==> src/rtl/tcal_pkg.sv <==
// ----------------------------------------------------------------------------
// Touch calibration solver package
// Shared types, widths, target tables and constant helpers.
// ----------------------------------------------------------------------------
package tcal_pkg;

  // Field and accumulator widths.
  localparam int RAW_W  = 12;
  localparam int SPAN_W = 12;
  localparam int CAL_W  = 16;
  localparam int SR_W   = 16;
  localparam int SRR_W  = 27;
  localparam int SRS_W  = 24;
  localparam int SS_W   = 11;

  // Solver datapath widths.
  localparam int DEN_W  = 34;
  localparam int ANUM_W = 29;
  localparam int NUM_W  = 48;
  localparam int DVS_W  = 33;

  // Job queue depth.
  localparam int QDEPTH = 2;

  // Configuration register indexes.
  localparam logic CFG_X_SPAN = 1'b0;
  localparam logic CFG_Y_SPAN = 1'b1;

  typedef struct packed {
    logic [RAW_W-1:0] raw_x;
    logic [RAW_W-1:0] raw_y;
  } in_t;

  typedef struct packed {
    logic signed [CAL_W-1:0] cal_x_min;
    logic signed [CAL_W-1:0] cal_x_max;
    logic signed [CAL_W-1:0] cal_y_min;
    logic signed [CAL_W-1:0] cal_y_max;
    logic                    fit_ok;
  } out_t;

  // Sums that feed one axis fit.
  typedef struct packed {
    logic [SR_W-1:0]  sr;
    logic [SRR_W-1:0] srr;
    logic [SRS_W-1:0] srs;
  } axis_sums_t;

  // One complete calibration job: x fit uses raw y, y fit uses raw x.
  typedef struct packed {
    axis_sums_t fx;
    axis_sums_t fy;
  } job_t;

  typedef struct packed {
    logic             start;
    logic [NUM_W-1:0] dividend;
    logic [DVS_W-1:0] divisor;
  } div_req_t;

  typedef struct packed {
    logic             done;
    logic [NUM_W-1:0] quotient;
  } div_rsp_t;

  // Screen x target for a point; later points use the fixed target 120.
  function automatic logic [7:0] tgt_x_f(input logic [3:0] idx);
    case (idx)
      4'd0:    tgt_x_f = 8'd36;
      4'd1:    tgt_x_f = 8'd204;
      4'd2:    tgt_x_f = 8'd36;
      4'd3:    tgt_x_f = 8'd204;
      default: tgt_x_f = 8'd120;
    endcase
  endfunction

  // Screen y target for a point; later points use the fixed target 214.
  function automatic logic [8:0] tgt_y_f(input logic [3:0] idx);
    case (idx)
      4'd0:    tgt_y_f = 9'd148;
      4'd1:    tgt_y_f = 9'd148;
      4'd2:    tgt_y_f = 9'd280;
      4'd3:    tgt_y_f = 9'd280;
      default: tgt_y_f = 9'd214;
    endcase
  endfunction

  // Sum of the screen x targets over the first n points.
  function automatic logic [SS_W-1:0] ss_x_f(input int n);
    logic [SS_W-1:0] acc;
    acc = '0;
    for (int k = 0; k < n; k++) begin
      acc = acc + SS_W'(tgt_x_f(4'(k)));
    end
    return acc;
  endfunction

  // Sum of the screen y targets over the first n points.
  function automatic logic [SS_W-1:0] ss_y_f(input int n);
    logic [SS_W-1:0] acc;
    acc = '0;
    for (int k = 0; k < n; k++) begin
      acc = acc + SS_W'(tgt_y_f(4'(k)));
    end
    return acc;
  endfunction

endpackage

==> src/rtl/tcal_fifo.sv <==
// ----------------------------------------------------------------------------
// Touch calibration job queue
// Small register queue that decouples sample intake from the solver.
// ----------------------------------------------------------------------------
module tcal_fifo import tcal_pkg::*; (
  input  logic clk_i,
  input  logic rst_ni,
  input  logic push_i,
  input  job_t wdata_i,
  input  logic pop_i,
  output job_t rdata_o,
  output logic full_o,
  output logic empty_o
);

  localparam int PTR_W = (QDEPTH > 1) ? $clog2(QDEPTH) : 1;

  job_t                 mem_q [QDEPTH];
  logic [PTR_W-1:0]     wptr_q, rptr_q;
  logic [PTR_W:0]       cnt_q;

  assign full_o  = (cnt_q == (PTR_W+1)'(QDEPTH));
  assign empty_o = (cnt_q == '0);
  assign rdata_o = mem_q[rptr_q];

  // Storage needs no reset.
  always_ff @(posedge clk_i) begin
    if (push_i) begin
      mem_q[wptr_q] <= wdata_i;
    end
  end

  // Pointers and fill count.
  always_ff @(posedge clk_i or negedge rst_ni) begin
    if (!rst_ni) begin
      wptr_q <= '0;
      rptr_q <= '0;
      cnt_q  <= '0;
    end else begin
      if (push_i) begin
        wptr_q <= (wptr_q == PTR_W'(QDEPTH-1)) ? '0 : wptr_q + 1'b1;
      end
      if (pop_i) begin
        rptr_q <= (rptr_q == PTR_W'(QDEPTH-1)) ? '0 : rptr_q + 1'b1;
      end
      if (push_i && !pop_i) begin
        cnt_q <= cnt_q + 1'b1;
      end else if (pop_i && !push_i) begin
        cnt_q <= cnt_q - 1'b1;
      end
    end
  end

endmodule

==> config.mk <==
export PLATFORM = sky130hd
export DESIGN_NAME = tcal_fifo
export DESIGN_NICKNAME = d
export VERILOG_FILES = /design/src/rtl/tcal_pkg.sv /design/src/rtl/tcal_fifo.sv
export SDC_FILE = /design/constraint.sdc
export NUM_CORES = 1
export LEC_CHECK = 0
export BUFFER_PORTS_ARGS = -buffer_cell sky130_fd_sc_hd__buf_2
export CAP_MARGIN = 20
export CORE_MARGIN = 8
export CORE_UTILIZATION = 25
export DETAILED_ROUTE_END_ITERATION = 8
export SLEW_MARGIN = 15
export SYNTH_ARGS = -nofsm -noshare
export SYNTH_HDL_FRONTEND = slang
export SYNTH_SLANG_ARGS = --single-unit
==> constraint.sdc <==
create_clock -name clk_i -period 9.13 [get_ports clk_i]
set_input_delay 0.4565 -clock clk_i [delete_from_list [all_inputs] [get_ports clk_i]]
set_output_delay 0.4565 -clock clk_i [all_outputs]
set_load 0.01 [all_outputs]
Yosys cells after proc, flatten, opt, wreduce, memory -nomap -nowiden
Memories as Yosys holds them, arrays and structs flattened.
Cells that the tools add are included.
- bits in registers: 4
- latch bits: 0
- bits in writable memories: 268
- memory bits (read-only): 0
- bits of input ports: 138
- memories: 1
- $add $sub $neg: 4
- $mul: 0
- div/mod/pow operators: 0
- magnitude comparators: 0
- equal/unequal tests: 1
- shifts and indexed selects: 0
- multiplexer cells: 6
- bitwise logic cells: 0
- reduce and logical (&&, ||, !) cells: 6
- memory list (name ; words ; bits a word ; rd ports ; clocked after Yosys merged registers in ; wr ports ; RTL line ; source):
    mem_q ; 2 ; 134 ; 1 ; 0 ; 1 ; tcal_fifo.sv:18 ; job_t mem_q [QDEPTH];
- operator list (operator ; number):
    1-bit 2-to-1 mux ; 4
    2-bit 2-to-1 mux ; 2
    1-bit adder (second input constant) ; 2
    2-bit by 1-bit adder with 2-bit output (second input constant) ; 1
    2-bit equality test (second input constant) ; 1
    1-bit logical AND ; 2
    1-bit logical NOT ; 2
    2-bit logical NOT ; 1
    2-bit nonzero test ; 1
    2-bit by 1-bit subtractor with 2-bit output (second input constant) ; 1

Logic depth before layout (Yosys ltp)
- depth after elaboration: 4
- mapped depth: 5

Least setup slack after synthesis
No wires, ideal clock.
- path kind: flip-flop to flip-flop
- start point: register wptr_q
- end point: memory mem_q[0][0] (netlist bit), enable pin
- data arrival time: 6.322 ns
- data required time: 8.485 ns
- slack: 2.163 ns
- stages on the path, launching flop included: 2
- buffers on the path: 0
- period minus slack after synthesis: 6.967 ns
- path through: dfrtp_1 -> nor2b_1
- RTL lines (what ; RTL line ; source):
    start, declared ; tcal_fifo.sv:19 ; logic [PTR_W-1:0] wptr_q, rptr_q;
    start signal, assigned ; tcal_fifo.sv:41 ; wptr_q <= (wptr_q == PTR_W'(QDEPTH-1)) ? '0 : wptr_q + 1'b1;
    end, declared ; tcal_fifo.sv:18 ;
Straight into the memory's write port.

==> qor.yml <==
min_path_type: "input port to flop"
wl_um: 21600
cts_max_path_buffers: 3
grt_pass1_vias: 5546
drt_first_pass_iters: 4
drive_above_1_share: 0.611
fp.coreArea_mm2: 0.0397
diodes: 0
p_total_mw: 4.00
cts.clk_slew.worst_paths_ps: 60
design_area_mm2: 0.0129
drtAntennaViolNets: 0
setup_viol_count_final: 0
synth.avg_cell_area_um2: 23.2
ios: 274
cap_violations: 0
tns_ps: 0
required_ps: 8670
critPathKind: "flop to output pin"
synth_area_mm2: 0.0100
antenna_found_initial: 0
synth.net_count: 572
cp_max_fo: 50
rows: 73
p_leak_nw: 4.91
p_per_area_mw_per_mm2: 309
htreeDepth: 1
vias: 5026
finalCriticalPeriod_ps: 3150
start_kind: "flop"
cts_tree: "done"
final_nets: 868
drc: 0
hold_buffers: 1
fillCellCount: 3874
gp_congestion: 0.697
synth_cell_types: 13
track_usage: 0.0872
cts_setup_buffers: 0
grt_max_degree: 65
cts_buffers: 29
dieArea_mm2: 0.0469
relSlewSlack: 0.355
clkSinkCount: 272
cts_resized: 0
wl_per_cell_um: 16.9
routed_via_density: 3.94
drt-initial-drc-count: 264
syn2layout_area_growth_pct: 28.8
drv_slew: 0
synth_warnings: 0
status: "finished clean"
fin_skew_ps: 17.6
ys_ff_latch: 272
overflow: 0
hold_viol_final: 0
fmax_ghz: 0.318
worst_pin_slew_ps: 968
dieHeight_um: 216
worstPathArrival_ps: 2690
synth_seq_area_share: 0.811
chipWidth_um: 216
ir_worst_vdd_v: 0.000220
grt_first_pass_wirelength_um: 32700
postPlaceCellArea_mm2: 0.0120
cts_root_buffer: "clkbuf_16"
start_util: 0.253
insertion_delay_ps: 540
io_buffers: 273
rsz0062_at_grt: "no"
period_share: 0.345
synth_cells: 433
dp_hpwl_um: 14700
worst_setup_path_end_kind: "output pin"
[layout by cell type (no fill, tap or decap), drive strengths merged]
cell,count
xnor2,1
bufinv,2
dfrtp,4
dlygate4sd3,1
mux2,134
clkbuf,37
ha,1
and2,1
xor2,4
inv,2
buf,279
clkinv,11
edfxtp,268
nor2,2
clkinvlp,2
nor2b,2
[Yosys cell counts]
cell type / instances / area share
ha_1: 1 / 0.0012
nor2b_1: 2 / 0.0012
xor2_1: 4 / 0.0035
dfrtp_1: 4 / 0.010
and2_1: 1 / 0.00062
mux2_4: 50 / 0.075
nor2_1: 2 / 0.00075
xnor2_1: 1 / 0.00087
buf_2: 8 / 0.0040
buf_6: 7 / 0.0078
inv_1: 1 / 0.00037
mux2_2: 84 / 0.094
edfxtp_1: 268 / 0.80
[report_power, final]
| group | switching [mW] | internal (mW) | leakage [nW] | total, mW |
|---|---|---|---|---|
| Combinational | 0.594 | 0.538 | 1.90 | 1.13 |
| Clock | 0.461 | 0.662 | 0.449 | 1.12 |
| Sequential | 0.0806 | 1.66 | 2.56 | 1.74 |
[through the flow]
step | std cells | utilization | setup slack, ps | hold WS (ps)
final | 1276 | 0.326 | 5980 | 97.5
after global routing | 1276 | 0.326 | 5830 | 65.4
after CTS | 1276 | 0.326 | 5890 | 51.9
after detailed placement | 1222 | 0.302 | 6500 | 274
after global placement | 1222 | 0.302 | 6500 | 275
after floorplan | 433 | - | 2160 | 161
[area by class of cell]
cell class / count / area [µm²] / area share
clock buffers: 37 / 786 / 0.0607
repair buffers: 280 / 1420 / 0.110
multi-input cells: 145 / 1790 / 0.138
clock inverters: 16 / 136 / 0.0105
inverters: 1 / 3.75 / 0.000290
flip-flops and latches: 272 / 8150 / 0.630
well taps: 525 / 657 / 0.0507
[worst paths after layout]
kind	start	endpoint	slack, ps	cells past startpoint
max reg2reg	wptr_q	mem_q[0][85]	7050	2
min reg2reg	cnt_q[1]	cnt_q[1]	510	1
min	wdata_i[131]	mem_q[1][131]	100	1
max in group asynchronous	rst_ni	rptr_q	8740	2
min in group asynchronous	rst_ni	rptr_q	240	2
max	rptr_q	rdata_o[113]	5980	3
[logic make-up (layout without fill, tap and decap cells)]
kind of cell / Yosys count / count (layout) / synth area share
xor+xnor: 5 / 5 / 0.00436
fa+ha+maj: 1 / 1 / 0.00124
buf+inv: 16 / 334 / 0.0122
flops: 272 / 272 / 0.811
mux: 134 / 134 / 0.169
simple gates: 5 / 5 / 0.00262
[worst max-delay path, stage by stage (launching register included)]
cell	delay, ps
dfrtp_4	720
buf_4	800
mux2_2	410
buf_2	140
[sequential cells by signal, summed over array words and instances (netlist names)]
signal / cells
mem_q: 268
cnt_q: 2
rptr_q: 1
wptr_q: 1
[metal layers]
layer	vias up	global-route usage	share of wire
met2	200	0.145	0.49
met3	25	0.0309	0.087
li1	2313	-	-
met5	-	0	0
met4	0	0.0280	0.022
met1	2488	0.105	0.40
Note: power is estimated with default switching activity, not from simulation.
