[config.mk]
export PLATFORM = sky130hd
export DESIGN_NAME = tcal_front
export DESIGN_NICKNAME = d
export VERILOG_FILES = /design/src/rtl/tcal_pkg.sv /design/src/rtl/tcal_front.sv
export SDC_FILE = /design/constraint.sdc
export NUM_CORES = 1
export LEC_CHECK = 0
export ABC_AREA = 1
export BUFFER_PORTS_ARGS = -buffer_cell sky130_fd_sc_hd__buf_2
export CORE_ASPECT_RATIO = 0.75
export CORE_MARGIN = 8
export CORE_UTILIZATION = 55
export CTS_CLUSTER_DIAMETER = 120
export DETAILED_ROUTE_END_ITERATION = 8
export PLACE_DENSITY = 0.74
export SLEW_MARGIN = 20
export SYNTH_ARGS = -nofsm -noshare
export SYNTH_HDL_FRONTEND = slang
export SYNTH_SLANG_ARGS = --single-unit
[constraint.sdc]
create_clock -name clk_i -period 9.48 [get_ports clk_i]
set_input_delay 1.896 -clock clk_i [delete_from_list [all_inputs] [get_ports clk_i]]
set_output_delay 1.896 -clock clk_i [all_outputs]
set_load 0.02 [all_outputs]
[src/rtl/tcal_pkg.sv]
// ----------------------------------------------------------------------------
// Touch calibration solver package
// Shared types, widths, target tables and constant helpers.
// ----------------------------------------------------------------------------
package tcal_pkg;

  // Field and accumulator widths.
  localparam int RAW_W  = 12;
  localparam int SPAN_W = 12;
  localparam int CAL_W  = 16;
  localparam int SR_W   = 16;
  localparam int SRR_W  = 27;
  localparam int SRS_W  = 24;
  localparam int SS_W   = 11;

  // Solver datapath widths.
  localparam int DEN_W  = 34;
  localparam int ANUM_W = 29;
  localparam int NUM_W  = 48;
  localparam int DVS_W  = 33;

  // Job queue depth.
  localparam int QDEPTH = 2;

  // Configuration register indexes.
  localparam logic CFG_X_SPAN = 1'b0;
  localparam logic CFG_Y_SPAN = 1'b1;

  typedef struct packed {
    logic [RAW_W-1:0] raw_x;
    logic [RAW_W-1:0] raw_y;
  } in_t;

  typedef struct packed {
    logic signed [CAL_W-1:0] cal_x_min;
    logic signed [CAL_W-1:0] cal_x_max;
    logic signed [CAL_W-1:0] cal_y_min;
    logic signed [CAL_W-1:0] cal_y_max;
    logic                    fit_ok;
  } out_t;

  // Sums that feed one axis fit.
  typedef struct packed {
    logic [SR_W-1:0]  sr;
    logic [SRR_W-1:0] srr;
    logic [SRS_W-1:0] srs;
  } axis_sums_t;

  // One complete calibration job: x fit uses raw y, y fit uses raw x.
  typedef struct packed {
    axis_sums_t fx;
    axis_sums_t fy;
  } job_t;

  typedef struct packed {
    logic             start;
    logic [NUM_W-1:0] dividend;
    logic [DVS_W-1:0] divisor;
  } div_req_t;

  typedef struct packed {
    logic             done;
    logic [NUM_W-1:0] quotient;
  } div_rsp_t;

  // Screen x target for a point; later points use the fixed target 120.
  function automatic logic [7:0] tgt_x_f(input logic [3:0] idx);
    case (idx)
      4'd0:    tgt_x_f = 8'd36;
      4'd1:    tgt_x_f = 8'd204;
      4'd2:    tgt_x_f = 8'd36;
      4'd3:    tgt_x_f = 8'd204;
      default: tgt_x_f = 8'd120;
    endcase
  endfunction

  // Screen y target for a point; later points use the fixed target 214.
  function automatic logic [8:0] tgt_y_f(input logic [3:0] idx);
    case (idx)
      4'd0:    tgt_y_f = 9'd148;
      4'd1:    tgt_y_f = 9'd148;
      4'd2:    tgt_y_f = 9'd280;
      4'd3:    tgt_y_f = 9'd280;
      default: tgt_y_f = 9'd214;
    endcase
  endfunction

  // Sum of the screen x targets over the first n points.
  function automatic logic [SS_W-1:0] ss_x_f(input int n);
    logic [SS_W-1:0] acc;
    acc = '0;
    for (int k = 0; k < n; k++) begin
      acc = acc + SS_W'(tgt_x_f(4'(k)));
    end
    return acc;
  endfunction

  // Sum of the screen y targets over the first n points.
  function automatic logic [SS_W-1:0] ss_y_f(input int n);
    logic [SS_W-1:0] acc;
    acc = '0;
    for (int k = 0; k < n; k++) begin
      acc = acc + SS_W'(tgt_y_f(4'(k)));
    end
    return acc;
  endfunction

endpackage

[src/rtl/tcal_front.sv]
// ----------------------------------------------------------------------------
// Touch calibration sample front end
// Accumulates the per-point sums and hands finished jobs to the queue.
// ----------------------------------------------------------------------------
module tcal_front import tcal_pkg::*; #(
  parameter int NUM_POINTS = 5
) (
  input  logic clk_i,
  input  logic rst_ni,
  input  logic in_valid_i,
  input  in_t  in_data_i,
  output logic in_ready_o,
  output logic push_o,
  output job_t job_o,
  input  logic full_i
);

  localparam int CNT_W = (NUM_POINTS > 2) ? $clog2(NUM_POINTS) : 1;

  logic [CNT_W-1:0] cnt_q;
  job_t             sums_q;
  job_t             sums_next;
  logic             last, accept;
  logic [7:0]       tx;
  logic [8:0]       ty;

  assign tx     = tgt_x_f(4'(cnt_q));
  assign ty     = tgt_y_f(4'(cnt_q));
  assign last   = (cnt_q == CNT_W'(NUM_POINTS - 1));
  assign accept = in_valid_i && in_ready_o;

  // The last sample of a set waits only while the queue is full.
  assign in_ready_o = !(last && full_i);
  assign push_o     = accept && last;
  assign job_o      = sums_next;

  // Running sums with the current sample folded in, wrapped to width.
  always_comb begin
    sums_next.fx.sr  = sums_q.fx.sr + SR_W'(in_data_i.raw_y);
    sums_next.fx.srr = sums_q.fx.srr + SRR_W'(24'(in_data_i.raw_y) * 24'(in_data_i.raw_y));
    sums_next.fx.srs = sums_q.fx.srs + SRS_W'(20'(in_data_i.raw_y) * 20'(tx));
    sums_next.fy.sr  = sums_q.fy.sr + SR_W'(in_data_i.raw_x);
    sums_next.fy.srr = sums_q.fy.srr + SRR_W'(24'(in_data_i.raw_x) * 24'(in_data_i.raw_x));
    sums_next.fy.srs = sums_q.fy.srs + SRS_W'(21'(in_data_i.raw_x) * 21'(ty));
  end

  // Point counter and accumulators; both restart after the last point.
  always_ff @(posedge clk_i or negedge rst_ni) begin
    if (!rst_ni) begin
      cnt_q  <= '0;
      sums_q <= '0;
    end else if (accept) begin
      if (last) begin
        cnt_q  <= '0;
        sums_q <= '0;
      end else begin
        cnt_q  <= cnt_q + 1'b1;
        sums_q <= sums_next;
      end
    end
  end

endmodule

**Word-level counts from Yosys, hierarchy flattened**

Index checks and enable logic that the tools add are counted.

- Bits of input ports: 28
- Logic and storage cells: 35
- Output and inout bits: 136
- Flip-flop bits (word level): 137

- Add/sub/neg operators: 7
- Multiply operators: 4
- Eq/ne operators: 4
- Reduce and logical (&&, ||, !) cells: 9
- Muxes and demuxes: 4

Operators with widths:

| cell | count |
|---|---|
| $mux W134 | 1 |
| $add A27 B24 Y27 | 2 |
| $mul A12 B12 Y24 | 2 |
| $add A16 B12 Y16 | 2 |
| $add A24 B20 Y24 | 1 |
| $add A24 B21 Y24 | 1 |
| $mul A12 B9 Y21 | 1 |
| $mul A12 B8 Y20 | 1 |
| $pmux W9 S2 | 1 |
| $pmux W8 S2 | 1 |
| $reduce_or A2 Y1 | 4 |
| $eq A3 B2 Y1 const B | 2 |
| $add A3 B1 Y3 const B | 1 |
| $eq A3 B1 Y1 const B | 1 |
| $eq A3 B3 Y1 const B | 1 |
| $logic_and A1 B1 Y1 | 3 |
| $logic_not A3 Y1 | 1 |
| $mux W3 | 1 |
| $logic_not A1 Y1 | 1 |

**Depth between registers and ports, before layout**

- Depth after elaboration: 6
- Gate-level depth with buffers: 30
- Depth with buffers taken out: 30

**Worst setup path after synthesis**

No wires, ideal clock.

- Kind: input-to-output
- From: input in_data_i[4] (netlist name)
- To: output job_o[106] (netlist name)
- Stages: 21
- Path slack: 1.240 ns
- Arrival time: 6.344 ns
- Data required time: 7.584 ns
- Cells stage by stage: clkbuf_1 -> clkbuf_1 -> nand2_1 -> fa_1 -> inv_1 -> ha_1 -> a21o_1 -> fa_1 -> inv_1 -> fa_1 -> inv_1 -> fa_1 -> ha_1 -> nand2_1 -> inv_1 -> a21oi_1 -> nand2_1 -> a21oi_1 -> inv_1 -> nand2_1 -> and2_1

RTL lines:

| item | RTL line | RTL |
|---|---|---|
| from (decl) | tcal_front.sv:11 | `input in_t in_data_i,` |
| to (decl) | tcal_front.sv:14 | `output job_t job_o,` |

==> summary.txt <==
Worst setup path
  – Reg2Reg Depth: 27
  – WP data arrival: 6.86 ns
  – Worst R2R End: sums_q[14]
  – Crit end category: output port
  – Setup CP Type: in2out
  – Critical Path RT: 7.58 ns
  – Slowest library cell on the worst path: fa_1
  – Cells along the critical path: buf_2 > inv_1 > nor2_1 > xor2_1 > inv_1 > ha_1 > a31o_2 > fa_1 > fa_1 > fa_1 > inv_1 > fa_1 > inv_1 > ha_1 > nand2_1 > nor2_1 > nand3_1 > nand3_1 > nand2_1 > nand2_1 > nand2_1 > and2_1 > buf_2
  – Critical path fanouts, max: 14
  – Reg2reg start: cnt_q[0]
  – Reg2Reg Setup Slack: 3.30 ns
  – Startpoint type of the worst setup path: primary input
  – Max stage delay on crit path: 0.52 ns
  – Crit path max-delay family: adder cells
  – Buf/Inv on CP: 6

Drt
  – Wire length per cell: 15.73 um
  – Number of vias per cell: 5.044
  – Via count: 20.43k
  – Drt initial violations: 1,657
  – Drt drc: 0
  – DR pass1 iterations: 7
  – Routed Antenna Nets: 0
  – WL final: 63.69 mm

Clock tree
  – Hold buffer count at cts: 0
  – CTS tree: built
  – Number of buffers created by CTS: 17
  – H-Tree Depth: 4
  – Clock-pin slew on the worst setup and hold paths: 0.06 ns
  – Post-CTS setup buffers: 0
  – Total clock sinks: 134
  – Resized cells post-CTS: 0
  – Clock root buffer master: clkbuf_16
  – Clock latency on the worst-skew pair: 0.47 ns
  – Deepest clock path buffer count: 2

Timing
  – # setup viols final: 0
  – Final hold viol count: 0
  – Clock skew: 0.01293 ns
  – RSZ-0062 raised after global routing: no
  – Relative max-transition margin: 38.70%
  – Final min period: 8.758 ns
  – Fin. max-slew vios: 0
  – Final period util: 92.38%
  – Setup TNS: 0 ns
  – Worst-Margin Slew: 0.9195 ns
  – Fmax: 0.1142 GHz

Floorplan
  – Die ar.: 0.05137 mm^2
  – Io pins: 164
  – Cell Rows: 66
  – Die Span Y: 198.3 um
  – Chip width: 259.1 um
  – Starting Density: 56.00%
  – Core area: 0.04352 mm^2

Place
  – GP Congestion: 0.9782
  – Hpwl dp: 51.96 mm
  – Port Buf Inserts: 160
  – Placed cell area: 0.02566 mm^2

Synthesis
  – Count of cell types in the netlist: 40
  – Ys Warns: 0
  – Post-Syn Area per Cell: 7.306 um^2
  – Post-Syn Instances: 3,336
  – Post-synthesis sequential area ratio: 13.76%
  – Synthesized area: 0.02437 mm^2
  – Synth Register Bits: 134

Final layout
  – Most common cell after layout, fill and taps aside: nand2_1
  – Post-route design area: 0.02626 mm^2
  – Ant. Diodes: 0
  – Most frequent cells in the layout: 930 x nand2_1, 873 x inv_1, 317 x fa_1
  – Core Util, Final: 60.34%
  – Nets@finish: 4,085
  – Share of cells above drive strength 1: 6.768%
  – Area Overhead vs Synth: 7.747%

Job
  – Max Cap Viol: 0

Global route
  – Vias in the first global route: 20.29k
  – Initial antenna violation count: 3
  – GRT Overall Usage: 25.75%
  – First-pass GRT wire length: 105.8 mm
  – Gr ovfl total: 0
  – Largest net degree at the start of global routing: 77

Hold path
  – Hold endpoint: sums_q[85]
  – HP Start: sums_q[85]
  – Cell depth of the worst hold path: 2
  – HP Class: reg2reg

Run status
  – Status: finished, final reports clean
-- layer usage --
metal / part of all wire [%] / GRT usage [%] / vias up / routed length [um]
met5: 0.063 / 0 / - / 40
met4: 1.4 / 5.137 / 6 / 872
met3: 8.5 / 6.386 / 53 / 5394
met2: 40 / 36.58 / 643 / 25640
met1: 50 / 39.24 / 9599 / 31750
li1: - / - / 10130 / -
-- Yosys cell counts --
cell type    n  share of area [%]
a21oi_4      1              0.067
nand2_2      4               0.10
a21o_1       3              0.092
nor4_1       6               0.15
buf_2       13               0.27
o22ai_1      3              0.077
xnor2_1     22               0.79
xor2_1      34                1.2
ha_1       281                 14
clkbuf_1    39               0.60
o21ai_0     52                1.1
nand3_2      3               0.12
nor3_1       5               0.10
o21bai_1    10               0.31
a21oi_1     80                1.6
nor2_4       3               0.14
or2_2        3              0.077
nor2_1     188                2.9
buf_4        8               0.25
nand4_1     15               0.39
or2_1        7               0.18
conb_1       1              0.015
a22o_1      31                1.1
nand3_1    151                3.1
fa_1       317                 26
nand2_1    931                 14
a31o_2       1              0.036
buf_6        2              0.092
a21oi_2      1              0.036
o21ai_2      1              0.036
inv_1      873                 13
and2_1      66                1.7
o21a_1       2              0.062
nor2_2       9               0.23
buf_1        2              0.031
nand3b_1    24               0.74
inv_2        7               0.11
inv_4        1              0.026
dfrtp_1    134                 14
xor2_2       2               0.13
-- cells by family (layout without fill, tap and decap cells) --
logic type                 Yosys count  count (layout)  share of synthesized area, %
AOI/OAI and AO/OA                  185             185                         4.538
xor gates and xnor gates            58              58                         2.146
adders and majority gates          598             598                         40.46
buffers and inverters              945            1079                         14.82
DFF                                134             134                         13.76
other                                1               3                       0.01539
and+or+nand+nor                   1415            1415                         24.26
-- metrics by stage --
stage | std cells | hold WS, ns | setup slack, ns
after floorplan | 3338 | 0.4490 | 1.240
after global placement | 4018 | 0.4650 | 0.8214
after detailed placement | 4018 | 0.4669 | 0.7679
after CTS | 4050 | 0.4849 | 0.7600
after global routing | 4050 | 0.4955 | 0.4597
final | 4050 | 0.4785 | 0.7222
-- cell type report --
| type | count | area (um^2) |
|---|---|---|
| Multi-Input combinational cell | 2259 | 17420 |
| Fill cell | 4013 | 17260 |
| Sequential cell | 134 | 3353 |
| Inverter | 881 | 3312 |
| Timing Repair Buffer | 166 | 852.1 |
| Tap cell | 578 | 723.2 |
| Clock buffer | 17 | 425.4 |
| Clock inverter | 15 | 171.4 |
-- worst register-to-register path, stage by stage (launching register included) --
cell and delay (ns):
dfrtp_1 0.43, ha_1 0.22, ha_1 0.22, a21oi_4 0.30, inv_4 0.13, nor2_4 0.31
inv_2 0.28, nor2_1 0.30, fa_1 0.43, inv_1 0.09, fa_1 0.41, inv_1 0.08
fa_1 0.43, fa_1 0.50, inv_1 0.05, fa_1 0.47, inv_1 0.05, ha_1 0.34
nand2_1 0.11, nor2_1 0.23, nand2_1 0.09, nand2_1 0.14, nand2_1 0.07, nand2_1 0.08
nor2_1 0.05, nor2_2 0.18, nand2_1 0.07, nand2_1 0.08
-- registers in the layout, indices dropped and copies added (netlist names) --
| name | count |
|---|---|
| sums_q | 131 |
| cnt_q | 3 |
-- worst max-delay path by stage --
stage | from | end | slack, ns | cells past startpoint
finish | in_data_i[13] | job_o[20] | 0.72 | 23
global route | cnt_q[0] | job_o[22] | 0.46 | 25
CTS | in_data_i[13] | job_o[20] | 0.76 | 23
detailed placement | in_data_i[13] | job_o[20] | 0.77 | 23
global placement | in_data_i[13] | job_o[20] | 0.82 | 23
floorplan | in_data_i[4] | job_o[106] | 1.24 | 21
Power is not shown: default switching activity piles up to over one toggle a cycle in this logic, so the estimate is an artifact.
